===== config.mk =====
export PLATFORM = sky130hd
export DESIGN_NAME = bfs_stats
export DESIGN_NICKNAME = d
export VERILOG_FILES = /design/src/rtl/bfs_pkg.sv /design/src/rtl/bfs_stats.sv
export SDC_FILE = /design/constraint.sdc
export NUM_CORES = 1
export LEC_CHECK = 0
export ABC_AREA = 1
export BUFFER_PORTS_ARGS = -buffer_cell sky130_fd_sc_hd__buf_2
export CAP_MARGIN = 20
export CELL_PAD_IN_SITES_DETAIL_PLACEMENT = 0
export CELL_PAD_IN_SITES_GLOBAL_PLACEMENT = 2
export CORE_ASPECT_RATIO = 2
export CORE_MARGIN = 2
export CORE_UTILIZATION = 30
export DETAILED_ROUTE_END_ITERATION = 8
export PLACE_DENSITY = 0.79
export SLEW_MARGIN = 25
export SYNTH_ARGS = -nofsm -noshare
export SYNTH_HDL_FRONTEND = slang
export SYNTH_SLANG_ARGS = --single-unit

===== constraint.sdc =====
create_clock -name i_clk -period 6.3 [get_ports i_clk]
set_input_delay 1.26 -clock i_clk [delete_from_list [all_inputs] [get_ports i_clk]]
set_output_delay 1.26 -clock i_clk [all_outputs]
set_load 0.005 [all_outputs]

===== src/rtl/bfs_pkg.sv =====
`timescale 1ns / 1ps
`default_nettype none
// ---------------------------------------------------------------------------
// bfs_pkg: shared types and constants of the 3x3 box filter
// Frame limits, field widths, divide-by-nine constants, queue entry format.
// ---------------------------------------------------------------------------
package bfs_pkg;

    // Frame and pixel limits
    localparam int MAX_WIDTH    = 1024;
    localparam int MAX_HEIGHT   = 4096;
    localparam int PIXEL_BITS   = 8;

    localparam int COL_W        = $clog2(MAX_WIDTH);
    localparam int ROW_W        = $clog2(MAX_HEIGHT);

    // Configuration register widths and codes
    localparam int WIDTH_REG_W  = 11;
    localparam int HEIGHT_REG_W = 13;
    localparam int CFG_DATA_W   = 13;
    localparam int CFG_IDX_W    = 1;

    localparam logic [CFG_IDX_W-1:0] REG_IMAGE_WIDTH  = 1'b0;
    localparam logic [CFG_IDX_W-1:0] REG_IMAGE_HEIGHT = 1'b1;

    // Window sum of nine pixels and its division by nine as a reciprocal multiply
    localparam int SUM_W        = PIXEL_BITS + 4;
    localparam int DIV_SHIFT    = SUM_W + 4;
    localparam int DIV9_RECIP   = ((1 << DIV_SHIFT) + 8) / 9;
    localparam int RECIP_W      = DIV_SHIFT - 3;
    localparam int PROD_W       = SUM_W + RECIP_W;

    localparam int TOTAL_W      = 32;

    // Result queue
    localparam int FIFO_DEPTH   = 8;
    localparam int PTR_W        = $clog2(FIFO_DEPTH);
    localparam int CNT_W        = $clog2(FIFO_DEPTH + 1);

    // Position of the filtered pixel that a window belongs to
    typedef struct packed {
        logic             interior;
        logic             end_frame;
        logic [ROW_W-1:0] row;
        logic [COL_W-1:0] col;
    } t_pos;

    // One queue entry: an optional filtered pixel and an optional statistics word
    typedef struct packed {
        logic                  has_pix;
        logic                  has_stat;
        logic [ROW_W-1:0]      row;
        logic [COL_W-1:0]      col;
        logic [PIXEL_BITS-1:0] val;
        logic [TOTAL_W-1:0]    total;
        logic [PIXEL_BITS-1:0] minimum;
    } t_entry;

endpackage
`default_nettype wire


===== src/rtl/bfs_stats.sv =====
`timescale 1ns / 1ps
`default_nettype none
// ---------------------------------------------------------------------------
// bfs_stats: divide by nine and frame statistics
// Multiplies the window sum by the reciprocal of nine, then updates the
// saturating frame total and minimum and queues interior and frame-end pixels.
// ---------------------------------------------------------------------------
module bfs_stats import bfs_pkg::*; (
    input  wire logic             i_clk,
    input  wire logic             i_rst_n,
    input  wire logic             i_valid,
    input  wire logic [SUM_W-1:0] i_sum,
    input  wire t_pos             i_pos,
    output logic                  o_push,
    output t_entry                o_entry
);

    logic [PROD_W-1:0]     n_prod;
    logic                  r_valid;
    logic [PIXEL_BITS-1:0] r_val;
    t_pos                  r_pos;

    logic [TOTAL_W-1:0]    r_total;
    logic [PIXEL_BITS-1:0] r_min;

    logic [TOTAL_W:0]      n_wide;
    logic [TOTAL_W-1:0]    n_total;
    logic [PIXEL_BITS-1:0] n_min;

    // Floor of sum / 9 by reciprocal multiply
    assign n_prod = PROD_W'(i_sum) * PROD_W'(DIV9_RECIP);

    always_ff @(posedge i_clk) begin
        if (!i_rst_n) begin
            r_valid <= 1'b0;
        end else begin
            r_valid <= i_valid;
        end
        if (i_valid) begin
            r_val <= n_prod[DIV_SHIFT +: PIXEL_BITS];
            r_pos <= i_pos;
        end
    end

    // Fold the filtered value into the frame statistics
    always_comb begin
        n_wide  = {1'b0, r_total} + (TOTAL_W + 1)'(r_val);
        n_total = r_total;
        n_min   = r_min;
        if (r_pos.interior) begin
            n_total = n_wide[TOTAL_W] ? '1 : n_wide[TOTAL_W-1:0];
            n_min   = (r_val < r_min) ? r_val : r_min;
        end
    end

    // Clear the statistics after the last pixel of a frame
    always_ff @(posedge i_clk) begin
        if (!i_rst_n) begin
            r_total <= '0;
            r_min   <= '1;
        end else if (r_valid) begin
            if (r_pos.end_frame) begin
                r_total <= '0;
                r_min   <= '1;
            end else begin
                r_total <= n_total;
                r_min   <= n_min;
            end
        end
    end

    assign o_push = r_valid && (r_pos.interior || r_pos.end_frame);

    always_comb begin
        o_entry          = '0;
        o_entry.has_pix  = r_pos.interior;
        o_entry.has_stat = r_pos.end_frame;
        o_entry.row      = r_pos.row;
        o_entry.col      = r_pos.col;
        o_entry.val      = r_val;
        o_entry.total    = n_total;
        o_entry.minimum  = n_min;
    end

endmodule
`default_nettype wire


==> flow_summary.json <==
{
  "fmax_mhz": 197,
  "min_from": "r_total[5]$_SDFFE_PN0P_",
  "dieArea_um2": 23300,
  "clock-sinks": 73,
  "async_flop_share_pct": 0,
  "clock_skew_ns": 0.00720,
  "ctsResizeCount": 0,
  "worstPathCellList": "buf_2, inv_1, fa_1, inv_1, ha_1, ha_1, inv_1, fa_1, fa_1, inv_1, ha_1, a21oi_1, o21ai_0, nand2_1, nand4_1, a21oi_1, xor2_1",
  "status": "complete, no violations",
  "reg2reg_to": "r_total[9]$_SDFFE_PN0P_",
  "max_stage_delay_ns": 0.55,
  "tightest_slew_ns": 0.758,
  "wirelength_met1_um": 6830,
  "start_util_pct": 30.6,
  "crit_family": "adder cells",
  "synth.area.top_cells": "ha_1, edfxtp_1, nand2_1, dfxtp_1, fa_1",
  "cellPowerDensity_nw_per_um2": 323,
  "post_cts_buffers": 0,
  "drt-pass1-iter-count": 4,
  "hold_path_end": "r_total[5]$_SDFFE_PN0P_",
  "yosysUniqueCellTypes": 37,
  "rows": 76,
  "diodes": 0,
  "r2r-start": "r_val[0]$_DFFE_PP_",
  "synth_most_common_cell": "nand2_1",
  "nets": 1125,
  "routed_wl_um": 21700,
  "period_share_pct": 80.4,
  "synth_top_area_cell": "ha_1",
  "avgRoutedWirePerCell_um": 17.3,
  "vias": 6052,
  "rsz0062_at_grt": "false",
  "fillers": 2353,
  "synth-seq-area-share_pct": 27.0,
  "drive_gt1_share_pct": 18.4,
  "io_buffer_count": 111,
  "first_iter_violations": 277,
  "cts_buffers": 9,
  "die_w_um": 109,
  "vias_per_cell": 4.83,
  "cts_root_buffer": "clkbuf_16",
  "wl_met2_um": 13300,
  "cp_max_fo": 3,
  "hpwl_um": 17700,
  "synth-simple-area-share_pct": 29.7,
  "hold_depth": 2,
  "grt_pass1_wl_um": 33200,
  "antenna_left": 0,
  "grt_pass1_vias": 6341,
  "synth_mux_area_share_pct": 0,
  "stdcell_count": 1253,
  "drcViolationCount": 0,
  "total_power_mw": 2.51,
  "required_ns": 6.40,
  "synth_nets": 1016,
  "synthAdderAreaFrac_pct": 24.5,
  "cp_num_buf_inv": 5,
  "core-area_um2": 21600,
  "area_delta_synth_final_pct": 17.6,
  "cts.reportedPaths.clkPinSlew_ns": 0.07,
  "grt_overflow": 0,
  "routed-wl-met3_um": 593,
  "synthTopCellsByCount": "nand2_1, inv_1, ha_1",
  "postCtsHoldBufs": 0,
  "cp_slowest_cell": "fa_1",
  "ff2ff_setup_slack_ns": 3.38,
  "syn_area_um2": 6600,
  "slew_violations": 0,
  "synth.avg_cell_area_um2": 7.62,
  "io_pins": 112,
  "top_layer": "met4",
  "die_y_um": 214,
  "min_path_type": "reg2reg",
  "syn_inst": 866,
  "grt_max_degree": 43,
  "dp.cells": 1237,
  "finalHoldViolCount": 0,
  "reg2reg_depth": 12,
  "synth_warnings": 0,
  "end_kind": "flop",
  "cap_violations": 0,
  "slew_headroom_pct": 49.5,
  "synth-xor-area-share_pct": 2.52,
  "place.gp.congestion": 0.846,
  "synth_compound_area_share_pct": 7.70,
  "start_kind": "input pin",
  "finalSetupTns_ns": 0,
  "worstPathArrival_ns": 5.16,
  "synth_top_family_by_area": "simple AND/OR/NAND/NOR gates",
  "synth-edff-count": 32,
  "yosysTopAreaCellShare_pct": 15.4,
  "cts_buffer_depth": 2,
  "finalSetupViolCount": 0,
  "ys_ff_latch": 73,
  "cellLeakagePower_nw": 3.86,
  "tritoncts": "done",
  "antenna_found_initial": 0,
  "crit_top_cell": "inv_1",
  "synth_flop_cell": "dfxtp_1",
  "grt_util_all_layers_pct": 19.1,
  "crit_type": "in2reg",
  "peakVddDrop_mv": 0.151,
  "finalCriticalPeriod_ns": 5.07,
  "clock_latency_ns": 0.35,
  "htreeDepth": 3,
  "cp.depth": 17
}
worst reg2reg max path: cells and delay by family (launching register included):
kind / cells / cell delay, ns
simple gates: 7 / 1.40
buf+inv: 2 / 0.20
fa+ha+maj: 2 / 0.68
flops: 1 / 0.46
compound gates: 1 / 0.12
metal layers:
metal	GRT usage, %	vias up
li1	-	3049
met1	16.4	2860
met2	40.1	95
met3	2.58	48
met4	9.73	0
met5	0	-
metrics by stage:
stage               instance area [µm²]  util, %  setup WS, ns  hold WS (ns)
floorplan                          6600        -          1.28         0.457
global placement                   7460     34.5         0.901         0.472
detailed placement                 7460     34.5         0.872         0.474
CTS                                7760     36.0          1.23         0.485
global route                       7760     36.0          1.01         0.506
finish                             7760     36.0          1.23         0.483
cell families (layout without fill, tap and decap cells):
group | count (synthesis) | count (layout)
compound gates | 87 | 87
flops | 73 | 73
buf+inv | 149 | 263
fa+ha+maj | 111 | 111
xor+xnor | 19 | 19
simple gates | 427 | 427
state kept, by name, indices dropped and copies added, names as in the netlist:
register  count
r_valid       1
o_entry      24
r_total      32
r_val         8
r_min         8
layout by cell type, fill, tap and decap left out, types with 3 or more instances in the layout:
| master | synthesis | layout |
|---|---|---|
| a21oi_1 | 56 | 56 |
| o21ai_0 | 12 | 12 |
| nor3_1 | 11 | 11 |
| nand3_1 | 80 | 80 |
| a21oi_2 | 10 | 10 |
| fa_1 | 30 | 30 |
| clkinv_1 | 3 | 3 |
| dfxtp_1 | 41 | 41 |
| clkbuf_16 | 0 | 9 |
| xnor2_1 | 5 | 5 |
| inv_6 | 0 | 3 |
| nand3_2 | 8 | 8 |
| edfxtp_1 | 32 | 32 |
| nand2_2 | 11 | 11 |
| xor2_1 | 14 | 14 |
| inv_1 | 126 | 126 |
| nor2_1 | 38 | 37 |
| nand3b_1 | 4 | 4 |
| or2_2 | 11 | 11 |
| nand2_1 | 233 | 233 |
| and2_1 | 5 | 5 |
| ha_1 | 81 | 81 |
| nand4_1 | 20 | 20 |
| buf_4 | 0 | 5 |
| buf_2 | 4 | 111 |
| o21bai_1 | 4 | 4 |
where the power goes:
part	leakage [nW]	internal (mW)	switching (mW)
Clock	0.145	0.314	0.233
Combinational	3.07	0.511	0.816
Sequential	0.646	0.576	0.0565
Total	3.86	1.40	1.11
area by class of cell:
cell class	count	area [µm²]	area share, %
clock buffer	9	225	2.90
clock inverter	7	82.6	1.06
inverter	131	492	6.33
multi-input combinational	644	4250	54.7
sequential	73	1780	22.9
tap	273	342	4.40
timing repair buffer	116	593	7.64
worst max-delay path by stage:
stage	start	to	slack, ns
2_1_floorplan	i_sum[7]	r_val[6]$_DFFE_PP_	1.28
3_3_place_gp	i_sum[5]	r_val[4]$_DFFE_PP_	0.90
3_5_place_dp	i_sum[5]	r_val[4]$_DFFE_PP_	0.87
4_1_cts	i_sum[5]	r_val[4]$_DFFE_PP_	1.23
5_1_grt	i_sum[5]	r_val[4]$_DFFE_PP_	1.01
6_report	i_sum[5]	r_val[4]$_DFFE_PP_	1.23
Note: power is estimated with default switching activity, not from simulation.
