--- config.mk ---
export PLATFORM = sky130hd
export DESIGN_NAME = bfs_out_fifo_flat
export DESIGN_NICKNAME = d
export VERILOG_FILES = /design/src/rtl/bfs_pkg.sv /design/src/rtl/bfs_if.sv /design/src/rtl/bfs_out_fifo.sv /design/src/flat_wrapper.sv
export SDC_FILE = /design/constraint.sdc
export NUM_CORES = 1
export LEC_CHECK = 0
export BUFFER_PORTS_ARGS = -buffer_cell sky130_fd_sc_hd__buf_2
export CORE_UTILIZATION = 30
export DETAILED_ROUTE_END_ITERATION = 8
export MAX_ROUTING_LAYER = met4
export PLACE_DENSITY = 0.43
export SKIP_LAST_GASP = 1
export SYNTH_ARGS = -nofsm -noshare
export SYNTH_HDL_FRONTEND = slang
export SYNTH_SLANG_ARGS = --single-unit
--- constraint.sdc ---
create_clock -name i_clk -period 8.99 [get_ports i_clk]
set_input_delay 0.899 -clock i_clk [delete_from_list [all_inputs] [get_ports i_clk]]
set_output_delay 0.899 -clock i_clk [all_outputs]
set_load 0.03 [all_outputs]
--- src/rtl/bfs_pkg.sv ---
`timescale 1ns / 1ps
`default_nettype none
// ---------------------------------------------------------------------------
// bfs_pkg: shared types and constants of the 3x3 box filter
// Frame limits, field widths, divide-by-nine constants, queue entry format.
// ---------------------------------------------------------------------------
package bfs_pkg;

    // Frame and pixel limits
    localparam int MAX_WIDTH    = 1024;
    localparam int MAX_HEIGHT   = 4096;
    localparam int PIXEL_BITS   = 8;

    localparam int COL_W        = $clog2(MAX_WIDTH);
    localparam int ROW_W        = $clog2(MAX_HEIGHT);

    // Configuration register widths and codes
    localparam int WIDTH_REG_W  = 11;
    localparam int HEIGHT_REG_W = 13;
    localparam int CFG_DATA_W   = 13;
    localparam int CFG_IDX_W    = 1;

    localparam logic [CFG_IDX_W-1:0] REG_IMAGE_WIDTH  = 1'b0;
    localparam logic [CFG_IDX_W-1:0] REG_IMAGE_HEIGHT = 1'b1;

    // Window sum of nine pixels and its division by nine as a reciprocal multiply
    localparam int SUM_W        = PIXEL_BITS + 4;
    localparam int DIV_SHIFT    = SUM_W + 4;
    localparam int DIV9_RECIP   = ((1 << DIV_SHIFT) + 8) / 9;
    localparam int RECIP_W      = DIV_SHIFT - 3;
    localparam int PROD_W       = SUM_W + RECIP_W;

    localparam int TOTAL_W      = 32;

    // Result queue
    localparam int FIFO_DEPTH   = 8;
    localparam int PTR_W        = $clog2(FIFO_DEPTH);
    localparam int CNT_W        = $clog2(FIFO_DEPTH + 1);

    // Position of the filtered pixel that a window belongs to
    typedef struct packed {
        logic             interior;
        logic             end_frame;
        logic [ROW_W-1:0] row;
        logic [COL_W-1:0] col;
    } t_pos;

    // One queue entry: an optional filtered pixel and an optional statistics word
    typedef struct packed {
        logic                  has_pix;
        logic                  has_stat;
        logic [ROW_W-1:0]      row;
        logic [COL_W-1:0]      col;
        logic [PIXEL_BITS-1:0] val;
        logic [TOTAL_W-1:0]    total;
        logic [PIXEL_BITS-1:0] minimum;
    } t_entry;

endpackage
`default_nettype wire

--- src/rtl/bfs_if.sv ---
`timescale 1ns / 1ps
`default_nettype none


interface bfs_res_if import bfs_pkg::*; ();
    logic                  valid;
    logic                  ready;
    logic                  result_kind;
    logic [ROW_W-1:0]      row_index;
    logic [COL_W-1:0]      column_index;
    logic [PIXEL_BITS-1:0] filtered_value;
    logic [TOTAL_W-1:0]    frame_total;
    logic [PIXEL_BITS-1:0] frame_minimum;
    logic                  last_of_run;

    modport source (output valid, output result_kind, output row_index,
                    output column_index, output filtered_value, output frame_total,
                    output frame_minimum, output last_of_run, input ready);
    modport sink   (input valid, input result_kind, input row_index,
                    input column_index, input filtered_value, input frame_total,
                    input frame_minimum, input last_of_run, output ready);
endinterface

`default_nettype wire

--- src/rtl/bfs_out_fifo.sv ---
`timescale 1ns / 1ps
`default_nettype none
// ---------------------------------------------------------------------------
// bfs_out_fifo: result queue
// Holds entries of up to two results and sends them one word at a time,
// the filtered pixel before the statistics word.
// ---------------------------------------------------------------------------
module bfs_out_fifo import bfs_pkg::*; (
    input  wire logic        i_clk,
    input  wire logic        i_rst_n,
    input  wire logic        i_push,
    input  wire t_entry      i_entry,
    output logic [CNT_W-1:0] o_count,
    bfs_res_if.source        o_res
);

    t_entry           r_mem [FIFO_DEPTH];
    logic [PTR_W-1:0] r_wr_ptr;
    logic [PTR_W-1:0] r_rd_ptr;
    logic [CNT_W-1:0] r_count;
    logic             r_sub;

    t_entry           head;
    logic             show_pix;
    logic             take;
    logic             pop;

    assign head     = r_mem[r_rd_ptr];
    assign show_pix = head.has_pix && !r_sub;
    assign take     = o_res.valid && o_res.ready;
    assign pop      = take && (!show_pix || !head.has_stat);

    // Store a new entry
    always_ff @(posedge i_clk) begin
        if (i_push) begin
            r_mem[r_wr_ptr] <= i_entry;
        end
    end

    // Advance pointers, count and the word select
    always_ff @(posedge i_clk) begin
        if (!i_rst_n) begin
            r_wr_ptr <= '0;
            r_rd_ptr <= '0;
            r_count  <= '0;
            r_sub    <= 1'b0;
        end else begin
            if (i_push) begin
                r_wr_ptr <= r_wr_ptr + PTR_W'(1);
            end
            if (pop) begin
                r_rd_ptr <= r_rd_ptr + PTR_W'(1);
                r_sub    <= 1'b0;
            end else if (take) begin
                r_sub    <= 1'b1;
            end
            case ({i_push, pop})
                2'b10:   r_count <= r_count + CNT_W'(1);
                2'b01:   r_count <= r_count - CNT_W'(1);
                default: r_count <= r_count;
            endcase
        end
    end

    assign o_count = r_count;

    // Drive the head word
    assign o_res.valid          = (r_count != '0);
    assign o_res.result_kind    = !show_pix;
    assign o_res.row_index      = show_pix ? head.row : '0;
    assign o_res.column_index   = show_pix ? head.col : '0;
    assign o_res.filtered_value = show_pix ? head.val : '0;
    assign o_res.frame_total    = show_pix ? '0 : head.total;
    assign o_res.frame_minimum  = show_pix ? '0 : head.minimum;
    assign o_res.last_of_run    = show_pix ? !head.has_stat : 1'b1;

endmodule
`default_nettype wire

--- src/flat_wrapper.sv ---
// flat-port wrapper written by rule: the top's interface ports become plain ports
module bfs_out_fifo_flat import bfs_pkg::*;
  (i_clk, i_rst_n, i_push, i_entry, o_count, o_res_valid, o_res_result_kind, o_res_row_index, o_res_column_index, o_res_filtered_value, o_res_frame_total, o_res_frame_minimum, o_res_last_of_run, o_res_ready);
  bfs_res_if o_res_i ();
  input  wire logic i_clk;
  input  wire logic i_rst_n;
  input  wire logic i_push;
  input  wire t_entry i_entry;
  output logic [CNT_W-1:0] o_count;
  output wire logic [$bits(o_res_i.valid)-1:0] o_res_valid;
  output wire logic [$bits(o_res_i.result_kind)-1:0] o_res_result_kind;
  output wire logic [$bits(o_res_i.row_index)-1:0] o_res_row_index;
  output wire logic [$bits(o_res_i.column_index)-1:0] o_res_column_index;
  output wire logic [$bits(o_res_i.filtered_value)-1:0] o_res_filtered_value;
  output wire logic [$bits(o_res_i.frame_total)-1:0] o_res_frame_total;
  output wire logic [$bits(o_res_i.frame_minimum)-1:0] o_res_frame_minimum;
  output wire logic [$bits(o_res_i.last_of_run)-1:0] o_res_last_of_run;
  input wire logic [$bits(o_res_i.ready)-1:0] o_res_ready;
  assign o_res_valid = o_res_i.valid;
  assign o_res_result_kind = o_res_i.result_kind;
  assign o_res_row_index = o_res_i.row_index;
  assign o_res_column_index = o_res_i.column_index;
  assign o_res_filtered_value = o_res_i.filtered_value;
  assign o_res_frame_total = o_res_i.frame_total;
  assign o_res_frame_minimum = o_res_i.frame_minimum;
  assign o_res_last_of_run = o_res_i.last_of_run;
  assign o_res_i.ready = o_res_ready;
  bfs_out_fifo u_core (.i_clk(i_clk), .i_rst_n(i_rst_n), .i_push(i_push), .i_entry(i_entry), .o_count(o_count), .o_res(o_res_i));
endmodule
==> out/qor.txt <==
outcome = completed
Min-Delay Path Depth = 2
YS warnings = 0
async set or reset register ratio after synthesis = 0%
CTS max path bufs = 3
ys flop type = edfxtp_1
largest net degree at the start of global routing = 65
first-pass GRT wire length = 74.97 mm
final wirelength = 51.97 mm
Worst Path Arrival = 4240 ps
Worst-path clk slew = 50 ps
# setup viols final = 0
max incr delay on CP = 870 ps
Die ar. = 76,110 um2
critical path cell sequence = buf_4, buf_4, mux4_2, mux2i_1, nor2_1, buf_2
Setup CP Type = reg2out
post-route cell area = 26,590 um2
worst hold start = u_core.r_rd_ptr[1]$_SDFFE_PN0N_
Buffers on Ports = 152
DRC Markers = 0
H-tree depth = 3
critical path's slowest cell = dfxtp_4
final setup TNS = 0 ps
total setup buffers inserted after CTS = 0
delay-heaviest family, CP = buffers and inverters
largest family of logic cells by synthesized area = multiplexers
clk root buf = clkbuf_16
Synth Net Count = 1,083
initial drt markers = 620
Cell variety after synth = 35
Hold WS = 477.6 ps
P_leak = 8.335 nW
routed vias = 10,360
PwrDens = 266.2 nW/um2
Setup crit end kind = output port
Startpoint Class = flop
synth top area cells = edfxtp_1 77%, mux4_2 14%, mux2i_1 3.4%, nor2_1 1.3%, dfxtp_1 1.2%
synthesis-to-layout area growth = 18.18%
max-slew violations = 0
mapped cell area = 22,500 um2
antenna-violating nets left = 0
Yosys reg bits = 590
Final GP Congestion = 0.6676
Rows = 100
Final Skew = 19.30 ps
worst slew pin tran = 1024 ps
RSZ-0062 raised after global routing = false
fraction of layout cells with a size suffix above 1 = 33.71%
fin nets = 1,280
PostCTS Resize Cnt = 0
Synth Area in XOR/XNOR = 0.1946%
Tcrit/Tclk final = 57.15%
Overflow after GRT = 0
fmax = 194.6 MHz
Post-DP HPWL = 27.41 mm
largest area contributor in the netlist = edfxtp_1
clk_lat worst skew = 590 ps
Multi-input gate area = 4756 um2
routed length per placed instance = 23.39 um
Sequential Area = 17,590 um2
CP max FO = 40
crit path time final = 5137 ps
r2r setup slk = 4820 ps
vias per cell = 4.663
CTS Hold Bufs = 0
Hold/Removal Path Class = reg2reg
initial antenna violation count = 10
Max-cap violations = 0
most frequent CP cell = buf_4
post-synthesis instance total = 1,002
Synth Area in Adders = 0.2780%
CTS tree = built
Ports = 153
Syn Area/Cell = 22.46 um2
compound-cell area share of the yosys netlist = 0.5616%
Worst Path Required = 8090 ps
Synth Area in Simple Gates = 2.157%
post-synth top area share = 76.86%
terminus of the critical flop-to-flop path = u_core.o_count[2]$_SDFFE_PN0P_
Final Hold Fails = 0
share of the yosys chip area belonging to registers = 78.11%
CTS buffer count = 67
Post-synth EDFFs = 576
cells on worst reg2reg path = 12
final core utilization = 35.78%
die extent in x = 275.9 um
WP buf/inv = 3
Die Ht = 275.9 um
gr usage total = 14.22%
VDD IR max = 109.9 uV
mux share of post-synthesis cell area = 17.69%
number of global-route vias before repair = 10,890
clock sinks = 590
core area = 74,320 um2
Area after DPL = 24,520 um2
Initial Util = 30.28%
first drt pass iteration count = 4
Slew HR = 31.75%
filler instances = 6,972
Pwr Total = 7.081 mW
-- per-layer routing --
layer	track usage [%]	vias up	wire length (um)	part of all wire (%)
li1	-	4563	-	-
met1	18.36	5507	23080	44
met2	22.38	211	25260	49
met3	3.071	81	2586	5.0
met4	4.410	0	1044	2.0
met5	-	-	0	0
-- layout by cell type, fill, tap and decap left out, types with 3 or more instances in the layout --
cell and instances:
diode_2 7, clkinv_2 8, mux2_2 4, and2_1 3, o21a_1 3, o21ai_0 4, nor2_4 6, edfxtp_1 576
dfxtp_4 3, nor2_1 72, bufinv_16 4, nand2b_1 3, clkbuf_1 16, ha_1 5, mux4_2 141, buf_4 25
mux2i_1 76, dfxtp_1 11, buf_2 152, a21oi_1 3, nor2b_1 3, a21boi_0 3, clkbuf_16 70, clkinv_1 17
inv_1 3, nand2_1 9, xor2_1 3
-- sequential cells by signal (all words and copies together) (netlist names), named ones only --
signal	flops
u_core.r_mem	576
u_core.o_count	4
u_core.r_rd_ptr	3
u_core.r_wr_ptr	3
u_core.r_sub	1
-- worst max-delay path by stage --
stage / start / end / slack [ps] / cells after the start
CTS: flop / o_res_frame_minimum[5] / 3650 / 6
global route: flop / o_res_frame_minimum[5] / 3460 / 6
detailed placement: flop / o_res_frame_minimum[5] / 4290 / 6
finish: flop / o_res_frame_minimum[5] / 3850 / 6
global placement: flop / o_res_frame_minimum[5] / 4240 / 6
floorplan: i_push / u_core.r_mem[0][0]$_DFFE_PP_ / 2520 / 2
-- metrics by stage --
step                      std cells  setup WS, ps
after floorplan                1002          2520
after global placement         2099          4243
after detailed placement       2099          4287
after CTS                      2215          3654
after global routing           2221          3457
final                          2222          3853
-- kinds of logic after synthesis --
kind of cell    count (synthesis)
flops                         590
buf+inv                        53
compound gates                 17
fa+ha+maj                       5
simple gates                  111
xor+xnor                        5
mux                           221
-- worst min-delay path: cells and delay by family (launching register included) --
| kind | cells | cell delay [ps] |
|---|---|---|
| simple gates | 1 | 50 |
| mux | 1 | 70 |
| flops | 1 | 310 |
-- synth_stat cells, types with 2 or more instances --
cell and n:
dfxtp_1 14, o21a_1 3, inv_1 4, nor3_1 3, edfxtp_1 576, ha_1 5, and2_1 3, or3_1 2
or4_1 2, mux2i_1 76, nor2b_1 3, xor2_1 3, nand2b_1 3, nor4bb_1 2, nor2_1 78, a21oi_1 3
buf_1 5, nand2_1 9, a21boi_0 3, mux2_2 4, nand3_1 2, mux4_2 141, clkbuf_1 27, buf_2 16
o21ai_0 4, xnor2_1 2
-- report_power, final --
group | switching [mW] | total, mW | leakage (nW) | internal, mW
combinational | 0.795 | 1.33 | 1.98 | 0.531
sequential | 0.0739 | 3.18 | 5.35 | 3.10
clock | 1.05 | 2.58 | 1.01 | 1.53
total | 1.92 | 7.08 | 8.33 | 5.17
-- cell type report --
type / instances / area share [%]
antenna: 7 / 0.06587
clock buffer: 86 / 6.813
timing repair buffer: 177 / 3.566
clock inverter: 30 / 0.9221
multi-input combinational: 359 / 17.88
inverter: 4 / 0.05646
sequential: 590 / 66.13
tap: 969 / 4.559
Power figures use the tool's default switching activity.
